[src/design/motor_rpm_to_pwm_interpolator_unit_assert.svh]
// assertion macros shared by the interpolator modules
// expects clk and arst_n in the scope of each use
`ifndef MOTOR_RPM_TO_PWM_INTERPOLATOR_UNIT_ASSERT_SVH
`define MOTOR_RPM_TO_PWM_INTERPOLATOR_UNIT_ASSERT_SVH
`ifndef ASSERT_OFF
// property that must hold at every edge out of reset
`define MRPI_ASSERT(lbl, prop) \
	lbl: assert property (@(posedge clk) disable iff (!arst_n) (prop)) \
		else $error("mrpi assertion failed");
// condition that must hold in the cycle after a trigger
`define MRPI_ASSERT_NEXT(lbl, pre, post) \
	lbl: assert property (@(posedge clk) disable iff (!arst_n) (pre) |=> (post)) \
		else $error("mrpi assertion failed");
`else
`define MRPI_ASSERT(lbl, prop)
`define MRPI_ASSERT_NEXT(lbl, pre, post)
`endif
`endif

[src/design/mrpi_pkg.sv]
// shared types, calibration roms and slope tables of the rpm to pwm interpolator
// no dependencies
`timescale 1ns / 1ps
`default_nettype none

package mrpi_pkg;

	localparam int ROM_DEPTH   = 13;
	localparam int IDX_W       = 4;
	localparam int DIV_BITS    = 18;
	localparam int SLOPE_SCALE = 262144;
	localparam logic [16:0] DUTY_MAX = 17'd102399;

	// configuration register indexes
	localparam logic [1:0] CFG_MOTOR_SIDE = 2'd0;
	localparam logic [1:0] CFG_MIN_RPM    = 2'd1;
	localparam logic [1:0] CFG_MAX_RPM    = 2'd2;

	// guess status codes
	localparam logic [1:0] GS_OK          = 2'd0;
	localparam logic [1:0] GS_BELOW       = 2'd1;
	localparam logic [1:0] GS_NO_INTERVAL = 2'd2;

	// calibration points
	localparam logic [13:0] SPD_ROM [ROM_DEPTH] = '{
		14'd2000, 14'd2500, 14'd3000, 14'd3500, 14'd4000, 14'd4500, 14'd5000,
		14'd5500, 14'd6000, 14'd6500, 14'd7000, 14'd7500, 14'd8000};
	localparam logic [16:0] LDUTY_ROM [ROM_DEPTH] = '{
		17'd42394, 17'd44749, 17'd49050, 17'd52398, 17'd56678, 17'd64102, 17'd82176,
		17'd86272, 17'd89856, 17'd92621, 17'd95386, 17'd102308, 17'd102399};
	localparam logic [16:0] RDUTY_ROM [ROM_DEPTH] = '{
		17'd39834, 17'd44134, 17'd48640, 17'd52275, 17'd55296, 17'd60365, 17'd80128,
		17'd85555, 17'd89344, 17'd92365, 17'd95232, 17'd100352, 17'd102399};

	// segment widths, used only to build the slope tables
	function automatic int spd_step(input int i);
		return int'(SPD_ROM[i + 1]) - int'(SPD_ROM[i]);
	endfunction

	function automatic int left_step(input int i);
		return int'(LDUTY_ROM[i + 1]) - int'(LDUTY_ROM[i]);
	endfunction

	function automatic int right_step(input int i);
		return int'(RDUTY_ROM[i + 1]) - int'(RDUTY_ROM[i]);
	endfunction

	// q16.8 rpm per percent of each segment, rounded half up
	localparam logic [23:0] LSLOPE_ROM [ROM_DEPTH-1] = '{
		24'((spd_step(0) * SLOPE_SCALE + left_step(0) / 2) / left_step(0)),
		24'((spd_step(1) * SLOPE_SCALE + left_step(1) / 2) / left_step(1)),
		24'((spd_step(2) * SLOPE_SCALE + left_step(2) / 2) / left_step(2)),
		24'((spd_step(3) * SLOPE_SCALE + left_step(3) / 2) / left_step(3)),
		24'((spd_step(4) * SLOPE_SCALE + left_step(4) / 2) / left_step(4)),
		24'((spd_step(5) * SLOPE_SCALE + left_step(5) / 2) / left_step(5)),
		24'((spd_step(6) * SLOPE_SCALE + left_step(6) / 2) / left_step(6)),
		24'((spd_step(7) * SLOPE_SCALE + left_step(7) / 2) / left_step(7)),
		24'((spd_step(8) * SLOPE_SCALE + left_step(8) / 2) / left_step(8)),
		24'((spd_step(9) * SLOPE_SCALE + left_step(9) / 2) / left_step(9)),
		24'((spd_step(10) * SLOPE_SCALE + left_step(10) / 2) / left_step(10)),
		24'((spd_step(11) * SLOPE_SCALE + left_step(11) / 2) / left_step(11))};
	localparam logic [23:0] RSLOPE_ROM [ROM_DEPTH-1] = '{
		24'((spd_step(0) * SLOPE_SCALE + right_step(0) / 2) / right_step(0)),
		24'((spd_step(1) * SLOPE_SCALE + right_step(1) / 2) / right_step(1)),
		24'((spd_step(2) * SLOPE_SCALE + right_step(2) / 2) / right_step(2)),
		24'((spd_step(3) * SLOPE_SCALE + right_step(3) / 2) / right_step(3)),
		24'((spd_step(4) * SLOPE_SCALE + right_step(4) / 2) / right_step(4)),
		24'((spd_step(5) * SLOPE_SCALE + right_step(5) / 2) / right_step(5)),
		24'((spd_step(6) * SLOPE_SCALE + right_step(6) / 2) / right_step(6)),
		24'((spd_step(7) * SLOPE_SCALE + right_step(7) / 2) / right_step(7)),
		24'((spd_step(8) * SLOPE_SCALE + right_step(8) / 2) / right_step(8)),
		24'((spd_step(9) * SLOPE_SCALE + right_step(9) / 2) / right_step(9)),
		24'((spd_step(10) * SLOPE_SCALE + right_step(10) / 2) / right_step(10)),
		24'((spd_step(11) * SLOPE_SCALE + right_step(11) / 2) / right_step(11))};

	// side-selected duty point
	function automatic logic [16:0] duty_pt(input logic side, input logic [IDX_W-1:0] idx);
		return side ? RDUTY_ROM[idx] : LDUTY_ROM[idx];
	endfunction

	// side-selected segment slope
	function automatic logic [23:0] slope_pt(input logic side, input logic [IDX_W-1:0] idx);
		return side ? RSLOPE_ROM[idx] : LSLOPE_ROM[idx];
	endfunction

	typedef struct packed {
		logic [13:0] target_rpm;
		logic [16:0] query_duty;
	} mrpi_in_t;

	typedef struct packed {
		logic [16:0] duty_guess;
		logic [1:0]  guess_status;
		logic [23:0] slope_at_speed;
		logic        speed_segment_found;
		logic [23:0] slope_at_duty;
		logic        duty_segment_found;
	} mrpi_out_t;

	typedef struct packed {
		logic        motor_side;
		logic [13:0] min_target_rpm;
		logic [13:0] max_target_rpm;
	} mrpi_cfg_t;

	typedef struct packed {
		logic load;
		logic scan;
		logic mult;
		logic div_init;
		logic div_step;
		logic finish;
	} mrpi_cmd_t;

	typedef struct packed {
		logic scan_last;
		logic div_last;
		logic slot_free;
	} mrpi_stat_t;

	typedef enum logic [2:0] {
		ST_IDLE,
		ST_SCAN,
		ST_MULT,
		ST_DIV_INIT,
		ST_DIV,
		ST_FINISH
	} mrpi_state_t;

endpackage

`default_nettype wire

[src/design/mrpi_ctrl.sv]
// sequencer of the interpolator: scan, multiply, divide, write result
// depends on mrpi_pkg and the assertion macro header
`timescale 1ns / 1ps
`default_nettype none
`include "motor_rpm_to_pwm_interpolator_unit_assert.svh"

module mrpi_ctrl (
	input  logic                clk,
	input  logic                arst_n,
	input  logic                in_valid,
	output logic                in_ready,
	input  mrpi_pkg::mrpi_stat_t stat,
	output mrpi_pkg::mrpi_cmd_t  cmd
);
	import mrpi_pkg::*;

	mrpi_state_t state_q;
	mrpi_state_t state_nx;

	// state register
	always_ff @(posedge clk or negedge arst_n) begin
		if (!arst_n) begin
			state_q <= ST_IDLE;
		end else begin
			state_q <= state_nx;
		end
	end

	// next state
	always_comb begin
		state_nx = state_q;
		case (state_q)
			ST_IDLE: begin
				if (in_valid) state_nx = ST_SCAN;
			end
			ST_SCAN: begin
				if (stat.scan_last) state_nx = ST_MULT;
			end
			ST_MULT: begin
				state_nx = ST_DIV_INIT;
			end
			ST_DIV_INIT: begin
				state_nx = ST_DIV;
			end
			ST_DIV: begin
				if (stat.div_last) state_nx = ST_FINISH;
			end
			ST_FINISH: begin
				if (stat.slot_free) state_nx = ST_IDLE;
			end
			default: begin
				state_nx = ST_IDLE;
			end
		endcase
	end

	// commands to the datapath
	always_comb begin
		cmd      = '0;
		in_ready = 1'b0;
		case (state_q)
			ST_IDLE: begin
				in_ready = 1'b1;
				cmd.load = in_valid;
			end
			ST_SCAN: begin
				cmd.scan = 1'b1;
			end
			ST_MULT: begin
				cmd.mult = 1'b1;
			end
			ST_DIV_INIT: begin
				cmd.div_init = 1'b1;
			end
			ST_DIV: begin
				cmd.div_step = 1'b1;
			end
			ST_FINISH: begin
				cmd.finish = stat.slot_free;
			end
			default: begin
				cmd = '0;
			end
		endcase
	end

	// one item in flight at a time
	`MRPI_ASSERT_NEXT(a_one_item, in_valid && in_ready, !in_ready)
	// a result is written only into a free output slot
	`MRPI_ASSERT(a_finish_slot, cmd.finish |-> stat.slot_free)
	// the last scan step hands over to the multiply
	`MRPI_ASSERT_NEXT(a_scan_done, (state_q == ST_SCAN) && stat.scan_last, state_q == ST_MULT)

endmodule

`default_nettype wire

[src/design/mrpi_datapath.sv]
// datapath of the interpolator: segment search, multiplier, restoring divider, result register
// depends on mrpi_pkg and the assertion macro header
`timescale 1ns / 1ps
`default_nettype none
`include "motor_rpm_to_pwm_interpolator_unit_assert.svh"

module mrpi_datapath #(
	parameter int TABLE_POINTS = 13
) (
	input  logic                clk,
	input  logic                arst_n,
	input  mrpi_pkg::mrpi_cmd_t  cmd,
	output mrpi_pkg::mrpi_stat_t stat,
	input  mrpi_pkg::mrpi_cfg_t  cfg,
	input  mrpi_pkg::mrpi_in_t   in_data,
	output logic                out_valid,
	input  logic                out_ready,
	output mrpi_pkg::mrpi_out_t  out_data
);
	import mrpi_pkg::*;

	localparam int N_PTS = (TABLE_POINTS < ROM_DEPTH) ? TABLE_POINTS : ROM_DEPTH;
	localparam logic [IDX_W-1:0] SCAN_LAST = IDX_W'(N_PTS - 2);
	localparam logic [IDX_W-1:0] LAST_IDX  = IDX_W'(N_PTS - 1);
	localparam int CNT_W = $clog2(DIV_BITS);

	// item registers
	logic [13:0] rpm_q;
	logic [16:0] qduty_q;
	logic [13:0] x_q;
	logic        side_q;
	logic        below_q;
	logic        range_bad_q;
	logic        at_last_q;

	// search registers
	logic [IDX_W-1:0] scan_q;
	logic             hit_x_q, hit_r_q, hit_d_q;
	logic [IDX_W-1:0] idx_x_q, idx_r_q, idx_d_q;

	// arithmetic registers
	logic signed [32:0] prod_q;
	logic [31:0]        rem_q;
	logic [31:0]        dsh_q;
	logic [DIV_BITS-1:0] quo_q;
	logic               neg_q;
	logic [CNT_W-1:0]   bit_q;

	// result register
	mrpi_out_t out_q;
	logic      out_valid_q;

	// clamped speed at load
	logic [13:0] x_ld;
	assign x_ld = (in_data.target_rpm >= cfg.max_target_rpm) ? cfg.max_target_rpm
		: in_data.target_rpm;

	// one segment of each search per scan step
	logic [IDX_W-1:0] scan_nx;
	logic             seg_x, seg_r, seg_d;
	logic [16:0]      dlo, dhi;
	assign scan_nx = scan_q + 1'b1;
	assign dlo     = duty_pt(side_q, scan_q);
	assign dhi     = duty_pt(side_q, scan_nx);
	assign seg_x   = (SPD_ROM[scan_q] <= x_q) && (x_q < SPD_ROM[scan_nx]);
	assign seg_r   = (SPD_ROM[scan_q] <= rpm_q) && (rpm_q < SPD_ROM[scan_nx]);
	assign seg_d   = (dlo <= qduty_q) && (qduty_q < dhi);

	// duty step times speed offset in the segment of the clamped speed
	logic [IDX_W-1:0]   idx_x_nx;
	logic signed [17:0] dy;
	logic signed [14:0] dx;
	logic signed [32:0] prod;
	logic [13:0]        den;
	logic [32:0]        mag;
	assign idx_x_nx = idx_x_q + 1'b1;
	assign dy   = signed'({1'b0, duty_pt(side_q, idx_x_nx)}) - signed'({1'b0, duty_pt(side_q, idx_x_q)});
	assign dx   = signed'({1'b0, x_q - SPD_ROM[idx_x_q]});
	assign prod = dy * dx;
	assign den  = SPD_ROM[idx_x_nx] - SPD_ROM[idx_x_q];
	assign mag  = prod_q[32] ? 33'(-prod_q) : 33'(prod_q);

	// divider step
	logic rem_ge;
	assign rem_ge = rem_q >= dsh_q;

	// interpolated duty with saturation
	logic signed [19:0] yv;
	logic signed [19:0] qs;
	logic [16:0]        ysat;
	always_comb begin
		qs = signed'({2'b00, quo_q});
		yv = signed'({3'b000, duty_pt(side_q, idx_x_q)}) + (neg_q ? -qs : qs);
		if (yv < 0) begin
			ysat = '0;
		end else if (yv > signed'({3'b000, DUTY_MAX})) begin
			ysat = DUTY_MAX;
		end else begin
			ysat = yv[16:0];
		end
	end

	// result assembly
	mrpi_out_t res;
	always_comb begin
		res = '0;
		if (below_q) begin
			res.guess_status = GS_BELOW;
		end else if (range_bad_q) begin
			res.guess_status = GS_NO_INTERVAL;
		end else if (at_last_q) begin
			res.duty_guess   = duty_pt(side_q, LAST_IDX);
			res.guess_status = GS_OK;
		end else if (!hit_x_q) begin
			res.guess_status = GS_NO_INTERVAL;
		end else begin
			res.duty_guess   = ysat;
			res.guess_status = GS_OK;
		end
		res.speed_segment_found = hit_r_q;
		res.slope_at_speed      = hit_r_q ? slope_pt(side_q, idx_r_q) : '0;
		res.duty_segment_found  = hit_d_q;
		res.slope_at_duty       = hit_d_q ? slope_pt(side_q, idx_d_q) : '0;
	end

	// item capture, search and arithmetic
	always_ff @(posedge clk) begin
		if (cmd.load) begin
			rpm_q       <= in_data.target_rpm;
			qduty_q     <= in_data.query_duty;
			side_q      <= cfg.motor_side;
			x_q         <= x_ld;
			below_q     <= in_data.target_rpm < cfg.min_target_rpm;
			range_bad_q <= (x_ld < SPD_ROM[0]) || (x_ld > SPD_ROM[LAST_IDX]);
			at_last_q   <= x_ld == SPD_ROM[LAST_IDX];
			hit_x_q     <= 1'b0;
			hit_r_q     <= 1'b0;
			hit_d_q     <= 1'b0;
			idx_x_q     <= '0;
			idx_r_q     <= '0;
			idx_d_q     <= '0;
		end
		if (cmd.scan) begin
			if (seg_x) begin
				hit_x_q <= 1'b1;
				idx_x_q <= scan_q;
			end
			if (seg_r) begin
				hit_r_q <= 1'b1;
				idx_r_q <= scan_q;
			end
			if (seg_d) begin
				hit_d_q <= 1'b1;
				idx_d_q <= scan_q;
			end
		end
		if (cmd.mult) begin
			prod_q <= prod;
		end
		if (cmd.div_init) begin
			neg_q <= prod_q[32];
			rem_q <= mag[31:0] + 32'(den >> 1);
			dsh_q <= 32'(den) << (DIV_BITS - 1);
			quo_q <= '0;
		end
		if (cmd.div_step) begin
			if (rem_ge) rem_q <= rem_q - dsh_q;
			quo_q <= {quo_q[DIV_BITS-2:0], rem_ge};
			dsh_q <= dsh_q >> 1;
		end
		if (cmd.finish) begin
			out_q <= res;
		end
	end

	// scan and divide counters
	always_ff @(posedge clk or negedge arst_n) begin
		if (!arst_n) begin
			scan_q <= '0;
			bit_q  <= '0;
		end else begin
			if (cmd.load) begin
				scan_q <= '0;
			end else if (cmd.scan) begin
				scan_q <= scan_nx;
			end
			if (cmd.div_init) begin
				bit_q <= CNT_W'(DIV_BITS - 1);
			end else if (cmd.div_step) begin
				bit_q <= bit_q - 1'b1;
			end
		end
	end

	// output slot
	always_ff @(posedge clk or negedge arst_n) begin
		if (!arst_n) begin
			out_valid_q <= 1'b0;
		end else if (cmd.finish) begin
			out_valid_q <= 1'b1;
		end else if (out_ready) begin
			out_valid_q <= 1'b0;
		end
	end

	assign stat.scan_last = scan_q == SCAN_LAST;
	assign stat.div_last  = bit_q == '0;
	assign stat.slot_free = !out_valid_q || out_ready;
	assign out_valid      = out_valid_q;
	assign out_data       = out_q;

	// saturated duty stays in range
	`MRPI_ASSERT(a_duty_range, out_valid_q |-> (out_q.duty_guess <= DUTY_MAX))
	// error statuses carry zero duty
	`MRPI_ASSERT(a_err_zero, (out_valid_q && (out_q.guess_status != GS_OK)) |-> (out_q.duty_guess == '0))
	// a written result is offered next cycle
	`MRPI_ASSERT_NEXT(a_finish_valid, cmd.finish, out_valid_q)

endmodule

`default_nettype wire

[src/design/motor_rpm_to_pwm_interpolator_unit.sv]
// Takes a target speed and a query duty per beat and returns one result beat: the duty
// interpolated from the calibration table of the selected motor side, a status, and the
// q16.8 rpm-per-percent slopes of the segments holding the speed and the query duty.
// One item is worked at a time, through the segment scan (one table segment per cycle)
// and the 18-step restoring divider for the rounding division of the interpolation;
// slopes come from constant tables. The next item is taken while a finished result
// still waits in the output register; a result that is not taken holds the item after
// it in its finish step. Configuration is written through cfg_we/cfg_addr/cfg_wdata;
// the user must write it only while the block is idle, which the block does not enforce.
// depends on mrpi_pkg, mrpi_ctrl, mrpi_datapath
`timescale 1ns / 1ps
`default_nettype none

module motor_rpm_to_pwm_interpolator_unit #(
	parameter int TABLE_POINTS = 13
) (
	input  logic                clk,
	input  logic                arst_n,
	input  logic                in_valid,
	output logic                in_ready,
	input  mrpi_pkg::mrpi_in_t  in_data,
	output logic                out_valid,
	input  logic                out_ready,
	output mrpi_pkg::mrpi_out_t out_data,
	input  logic                cfg_we,
	input  logic [1:0]          cfg_addr,
	input  logic [13:0]         cfg_wdata
);
	import mrpi_pkg::*;

	mrpi_cfg_t  cfg_q;
	mrpi_cmd_t  cmd;
	mrpi_stat_t stat;

	// configuration registers
	always_ff @(posedge clk or negedge arst_n) begin
		if (!arst_n) begin
			cfg_q.motor_side     <= 1'b0;
			cfg_q.min_target_rpm <= 14'd2000;
			cfg_q.max_target_rpm <= 14'd7500;
		end else if (cfg_we) begin
			case (cfg_addr)
				CFG_MOTOR_SIDE: cfg_q.motor_side     <= cfg_wdata[0];
				CFG_MIN_RPM:    cfg_q.min_target_rpm <= cfg_wdata;
				CFG_MAX_RPM:    cfg_q.max_target_rpm <= cfg_wdata;
				default: begin
					cfg_q <= cfg_q;
				end
			endcase
		end
	end

	mrpi_ctrl u_ctrl (
		.clk      (clk),
		.arst_n   (arst_n),
		.in_valid (in_valid),
		.in_ready (in_ready),
		.stat     (stat),
		.cmd      (cmd)
	);

	mrpi_datapath #(
		.TABLE_POINTS (TABLE_POINTS)
	) u_datapath (
		.clk       (clk),
		.arst_n    (arst_n),
		.cmd       (cmd),
		.stat      (stat),
		.cfg       (cfg_q),
		.in_data   (in_data),
		.out_valid (out_valid),
		.out_ready (out_ready),
		.out_data  (out_data)
	);

endmodule

`default_nettype wire
[config.mk]
export PLATFORM = sky130hd
export DESIGN_NAME = motor_rpm_to_pwm_interpolator_unit
export DESIGN_NICKNAME = d
export VERILOG_FILES = /design/src/design/mrpi_pkg.sv /design/src/design/mrpi_ctrl.sv /design/src/design/mrpi_datapath.sv /design/src/design/motor_rpm_to_pwm_interpolator_unit.sv
export VERILOG_INCLUDE_DIRS = /design/src /design/src/design
export SDC_FILE = /design/constraint.sdc
export NUM_CORES = 2
export LEC_CHECK = 0
export BUFFER_PORTS_ARGS = -buffer_cell sky130_fd_sc_hd__buf_4
export CAP_MARGIN = 20
export CORE_UTILIZATION = 58
export CTS_CLUSTER_DIAMETER = 50
export DETAILED_ROUTE_END_ITERATION = 8
export PLACE_DENSITY = 0.79
export SETUP_SLACK_MARGIN = 0.5
export SKIP_CTS_REPAIR_TIMING = 1
export SLEW_MARGIN = 20
export SYNTH_ARGS = -nofsm -noshare
export SYNTH_HDL_FRONTEND = slang
export SYNTH_SLANG_ARGS = --single-unit
[constraint.sdc]
create_clock -name clk -period 10.5 [get_ports clk]
set_clock_uncertainty 0.2 [all_clocks]
set_input_delay 0.525 -clock clk [delete_from_list [all_inputs] [get_ports clk]]
set_output_delay 0.525 -clock clk [all_outputs]
set_load 0.01 [all_outputs]
Word level (Yosys, flattened, before mapping)
Memory sizes are Yosys's and may differ from the RTL's.
Index checks and enable logic that the tools add are counted.
W data, S select, Z words.
{"block": "totals", "register_bits": 290, "romBits": 4608, "in_bits": 52, "word_cells": 208, "n_memories": 16}
{"name": "(no name shown)", "words": 16, "word_bits": 24, "read_ports": 1, "rd_clocked_by_memory_dff": 0, "wr": 0, "line_no": "mrpi_pkg.sv:83", "source": "return side ? RSLOPE_ROM[idx] : LSLOPE_ROM[idx];"}
{"name": "(no name shown)", "words": 16, "word_bits": 24, "read_ports": 1, "rd_clocked_by_memory_dff": 0, "wr": 0, "line_no": "mrpi_pkg.sv:83"}
{"name": "(no name shown)", "words": 16, "word_bits": 24, "read_ports": 1, "rd_clocked_by_memory_dff": 0, "wr": 0, "line_no": "mrpi_pkg.sv:83"}
{"name": "(no name shown)", "words": 16, "word_bits": 24, "read_ports": 1, "rd_clocked_by_memory_dff": 0, "wr": 0, "line_no": "mrpi_pkg.sv:83"}
{"name": "(no name shown)", "words": 16, "word_bits": 17, "read_ports": 1, "rd_clocked_by_memory_dff": 0, "wr": 0, "line_no": "mrpi_pkg.sv:78", "source": "return side ? RDUTY_ROM[idx] : LDUTY_ROM[idx];"}
{"name": "(no name shown)", "words": 16, "word_bits": 17, "read_ports": 1, "rd_clocked_by_memory_dff": 0, "wr": 0, "line_no": "mrpi_pkg.sv:78"}
{"name": "10 more memories"}
{"block": "op_classes", "addsub": 11, "mul": 1, "magnitude_cmp": 19, "eq_ne": 13, "mux": 90, "bitwise_logic": 7, "n_reduce_logical": 18}
{"cell": "$mux W17", "n": 23}
{"cell": "$mux W24", "n": 10}
{"cell": "$mux W32", "n": 4}
{"cell": "$mux W14", "n": 9}
{"cell": "$mux W4", "n": 11}
{"cell": "$lt A14 B14 Y1", "n": 3}
{"cell": "$mux W18", "n": 2}
{"cell": "$mul A18 B15 Y33", "n": 1}
{"cell": "$add A32 B13 Y32", "n": 1}
{"cell": "$ge A32 B31 Y1", "n": 1}
{"cell": "$neg A32 Y32", "n": 1}
{"cell": "$sub A32 B31 Y32", "n": 1}
{"cell": "$mux W31", "n": 1}
{"cell": "$ge A5 B5 Y1 const B", "n": 6}
{"cell": "$mux W30", "n": 1}
{"cell": "$not A4 Y5", "n": 6}
{"cell": "$le A14 B14 Y1", "n": 2}
{"cell": "$sub A14 B14 Y14", "n": 2}
{"cell": "$add A18 B20 Y20", "n": 1}
{"cell": "$gt A20 B18 Y1 const B", "n": 1}
{"cell": "$lt A20 B1 Y1 const B", "n": 1}
{"cell": "$mux W20", "n": 1}
{"cell": "$neg A18 Y20", "n": 1}
{"cell": "$mux W19", "n": 1}
{"cell": "other kinds (34)", "n": 68}

Logic depth before layout (Yosys ltp)
{"block": "depth", "word_depth": 12, "ltp_mapped": 42, "ltp_nobuf": 39}

Cells and area by module
From an unflattened synthesis, not the netlist that was laid out.
{"block": "hier_totals", "hier_cells": 3709, "area_unflattened_um2": 32463.6}
{"module": "mrpi_datapath", "instances": 1, "cells_each": 3621, "area_per_inst_um2": 31037.3, "seq_area_each_um2": 6806.5}
{"module": "motor_rpm_to_pwm_interpolator_unit", "instances": 1, "cells_each": 63, "area_per_inst_um2": 1213.7, "seq_area_each_um2": 742.0}
{"module": "mrpi_ctrl", "instances": 1, "cells_each": 25, "area_per_inst_um2": 212.7, "seq_area_each_um2": 75.1}

Least setup slack after synthesis
OpenSTA, ideal clock, no wires.
{"block": "synth_path", "path_type": "register to register", "start": "reg u_datapath.idx_x_q[1]", "end": "reg u_datapath.prod_q[31] (data pin)", "setup_time_ps": 266, "arrival_time_ps": 9806, "path_slack_ps": 228, "path_stages_with_launch": 40, "path_buffers": 1, "path_cell_list": "dfxtp_1 -> ha_1 -> inv_1 -> ha_1 -> clkbuf_1 -> clkinv_1 -> nand2_1 -> o22ai_1 -> a221oi_1 -> ha_1 -> inv_1 -> fa_1 -> a21o_1 -> a21oi_1 -> o21bai_1 -> a31o_2 -> a211oi_1 -> o41ai_1 -> (+4 left out) -> inv_1 -> fa_1 -> inv_1 -> fa_1 -> fa_1 -> fa_1 -> inv_1 -> fa_1 -> inv_1 -> ha_1 -> a21o_1 -> a21o_1 -> a32oi_1 -> o21ai_0 -> o41ai_1 -> o221ai_1 -> o41ai_1 -> xnor2_1"}
{"block": "synth_between", "elab_chain_cells": 8, "elab_cells_between_ends": 23, "classes_between": "3 x add/sub; 1 x mul; 12 x mux; 2 x bitwise; 5 x memory"}
{"element": "start: declaration", "line_no": "mrpi_datapath.sv:39", "source": "logic [IDX_W-1:0] idx_x_q, idx_r_q, idx_d_q;"}
{"element": "start signal: assignment", "line_no": "mrpi_datapath.sv:146", "source": "idx_x_q <= scan_q;"}
{"element": "$add A4 B1 Y4", "line_no": "mrpi_datapath.sv:76", "source": "assign idx_x_nx = idx_x_q + 1'b1;"}
{"element": "$not A4 Y5 (not written as such)", "line_no": "mrpi_pkg.sv:78"}
{"element": "$mem_v2 Z16 W17"}
{"element": "$mux W17 (not written as such) (2 in series)", "line_no": "mrpi_pkg.sv:78"}
{"element": "$mux W17", "line_no": "mrpi_pkg.sv:78"}
{"element": "$sub A17 B17 Y18", "line_no": "mrpi_datapath.sv:77", "source": "assign dy = signed'({1'b0, duty_pt(side_q, idx_x_nx)}) - signed'({1'b0, duty_pt(side_q, idx_x_q)});"}
{"element": "$mul A18 B15 Y33 *", "line_no": "mrpi_datapath.sv:79", "source": "assign prod = dy * dx;"}
{"element": "net u_datapath.prod[31]", "line_no": "mrpi_datapath.sv:73", "source": "logic signed [32:0] prod;"}
{"element": "end signal: assignment", "line_no": "mrpi_datapath.sv:158", "source": "prod_q <= prod;"}
{"element": "end: declaration", "line_no": "mrpi_datapath.sv:42", "source": "logic signed [32:0] prod_q;"}
The timed path passes the listed nets; every way through them passes the cells marked *. The select of a mux whose other input is x is not followed.
A chain may end at the register's enable or synchronous reset.

Worst setup path after layout
Same ends and word-level chain as after synthesis.

==> flow_summary.yaml <==
floorplanning:
  rows: 86
  start_util: 0.586
  fp.dieH_um: 238
  ioPinCount: 123
  die_width_um: 238
  dieArea_mm2: 0.0565
  fp.coreArea_mm2: 0.0550
run:
  cap_violations: 0
logic_synthesis:
  ys_ff_latch: 276
  synth_seq_area_share: 0.237
  synth_ff_type: "edfxtp_1"
  avgSynthCellArea_um2: 8.63
  yosys.area_share.simple: 0.158
  synth_compound_area_frac: 0.170
  yosys-top-cells-area: "edfxtp_1, fa_1, ha_1"
  yosys_warnings: 0
  ys_async_sr_fraction: 0.152
  synth_top_cell_by_area: "edfxtp_1"
  synth_edf_count: 187
  synth-adder-area-share: 0.278
  synth_top_family_by_area: "adder cells"
  syn_inst: 3736
  synthMuxAreaShare: 0.0234
  yosysUniqueCellTypes: 93
  synth.top_cell.area_share: 0.174
  syn-cell-area_mm2: 0.0322
  synth_xor_area_frac: 0.0568
layout:
  final_common_cell: "inv_1"
  multiInputGateArea_mm2: 0.0226
  fillers: 4428
  area_growth_pct: 13.1
  drive_gt1_frac: 0.112
  seq_area_mm2: 0.00762
  final_cell_area_mm2: 0.0364
  mostFrequentLayoutCells: "inv_1, nand2_1, nor2_1, ha_1, fa_1"
  nets: 4496
global_route:
  grt_overflow: 0
  grt_start_max_net_pins: 56
  grt.total_usage: 0.299
  antenna_found_initial: 2
  grt_pass1_vias: 26300
  grt_pass1_wl_mm: 136
clock_tree:
  cts.sinks: 276
  cts.clk_slew.worst_paths_ns: 0.06
  cts_tree: "built"
  worstSkewPairLatency_ns: 0.58
  numCtsBuffers: 41
  cts_buffer_depth: 3
  clockRootBuffer: "clkbuf_16"
  htree_levels: 2
timing:
  tightest_slew_ns: 1.01
  period_minus_slack_ns: 9.75
  rsz0062_at_grt: "yes"
  drv_slew: 0
  relSlewSlack: 0.322
  period_share: 0.929
  fmaxAchievable_mhz: 103
  final-setup-viol-count: 0
  setup_tns_ns: 0
  final_hold_viol_count: 0
placed_design:
  gp_congestion: 0.955
  numPortBuffers: 112
  hpwl_mm: 64.8
  postPlaceCellArea_mm2: 0.0340
setup_path:
  cp_slowest_cell: "fa_1"
  critPathLaunchType: "flop"
  cp_common_cell: "fa_1"
  required_ns: 10.60
  arrival_ns: 9.86
  endpoint_kind: "flop"
  crit_type: "reg -> reg"
  max_stage_delay_ns: 0.55
  path_max_fanout: 12
worst_hold_path:
  hold_class: "in -> reg"
drt:
  drtPass1Iterations: 6
  routedWlPerCell_um: 18.3
  antenna_left: 0
  wl_mm: 85.1
  drt_iter0_drc: 2753
  vias: 27800
  vias_per_cell: 5.96
  drc: 0
outcome:
  outcome: "completed"
==> state kept, by name, summed over array words and instances, names as in the netlist, 3 cells and up <==
register / count
u_datapath.idx_d_q: 4
cfg_q: 29
u_datapath.rem_q: 32
u_ctrl.state_q: 3
u_datapath.idx_x_q: 4
u_datapath.idx_r_q: 4
u_datapath.dsh_q: 31
u_datapath.scan_q: 4
u_datapath.x_q: 14
u_datapath.rpm_q: 14
u_datapath.out_data: 55
u_datapath.bit_q: 5
u_datapath.quo_q: 18
u_datapath.prod_q: 33
u_datapath.qduty_q: 17
==> Yosys cell counts, types with 15 or more instances <==
cell type	count
a211oi_1	34
a21o_1	72
a21oi_1	229
a31oi_1	30
and2_1	34
clkbuf_1	133
dfrtp_1	29
dfxtp_1	47
edfxtp_1	187
fa_1	244
ha_1	325
inv_1	472
mux2_2	39
mux2i_1	30
nand2_1	371
nand2b_1	57
nand3_1	65
nand3b_1	15
nand4_1	19
nor2_1	373
nor2b_1	24
nor3_1	54
nor4_1	17
o211ai_1	44
o21a_1	27
o21ai_0	214
o31ai_1	23
o41ai_1	19
or3_1	18
xnor2_1	138
xor2_1	71
==> cell type report <==
cell class / count / share of cell area
Clock inverter: 26 / 0.00824
Tap cell: 748 / 0.0257
Inverter: 476 / 0.0492
Antenna cell: 1 / 0.0000687
Sequential cell: 276 / 0.209
Clock buffer: 50 / 0.0308
Timing Repair Buffer: 250 / 0.0560
Multi-Input combinational cell: 2830 / 0.621
==> worst paths after layout <==
path	start	end	slack [ns]	depth (start not counted)
max	u_datapath.idx_x_q[1]	u_datapath.prod_q[31]	0.75	37
min	in_data[24]	u_datapath.rpm_q[7]	0.009	1
max reg2reg	u_datapath.idx_x_q[1]	u_datapath.prod_q[31]	0.75	37
min reg2reg	cfg_q[28]	u_datapath.side_q	0.26	0
max in group asynchronous	arst_n	u_datapath.scan_q[2]	9.27	2
min in group asynchronous	arst_n	u_datapath.bit_q[3]	0.35	2
==> routing by layer <==
layer,vias to the layer above,track usage,share of wire
li1,13100,-,-
met3,226,0.0445,0.077
met5,-,0,0
met1,13300,0.419,0.43
met4,0,0.114,0.038
met2,1158,0.467,0.46
==> logic make-up after synthesis <==
group           Yosys count
flops                   276
compound gates          856
buf+inv                 639
mux                      70
other cells               1
simple gates           1114
xor+xnor                209
fa+ha+maj               571
==> worst max-delay path, delay by kind of cell (launching register included) <==
kind	cells	cell delay [ns]
adder cells (fa/ha/maj)	9	4.16
AO/OA/AOI/OAI	14	3.05
AND/OR/NAND/NOR	4	0.42
flip-flops	1	0.31
buffers and inverters	8	0.95
XOR/XNOR	2	0.40
==> through the flow <==
step                hold WS (ns)   util  std cells  setup slack, ns
floorplan                 0.0294      -       3745            0.523
CTS                       -0.218  0.644       4586          -0.0560
finish                   0.00941  0.663       4657            0.747
global placement           0.238  0.618       4510            0.259
global route            -0.00153  0.663       4656            0.353
detailed placement         0.244  0.618       4510          -0.0267
Power is left out: the tool's default activity adds up to more than one toggle a clock period on the data nets, which glitch-free logic cannot reach.
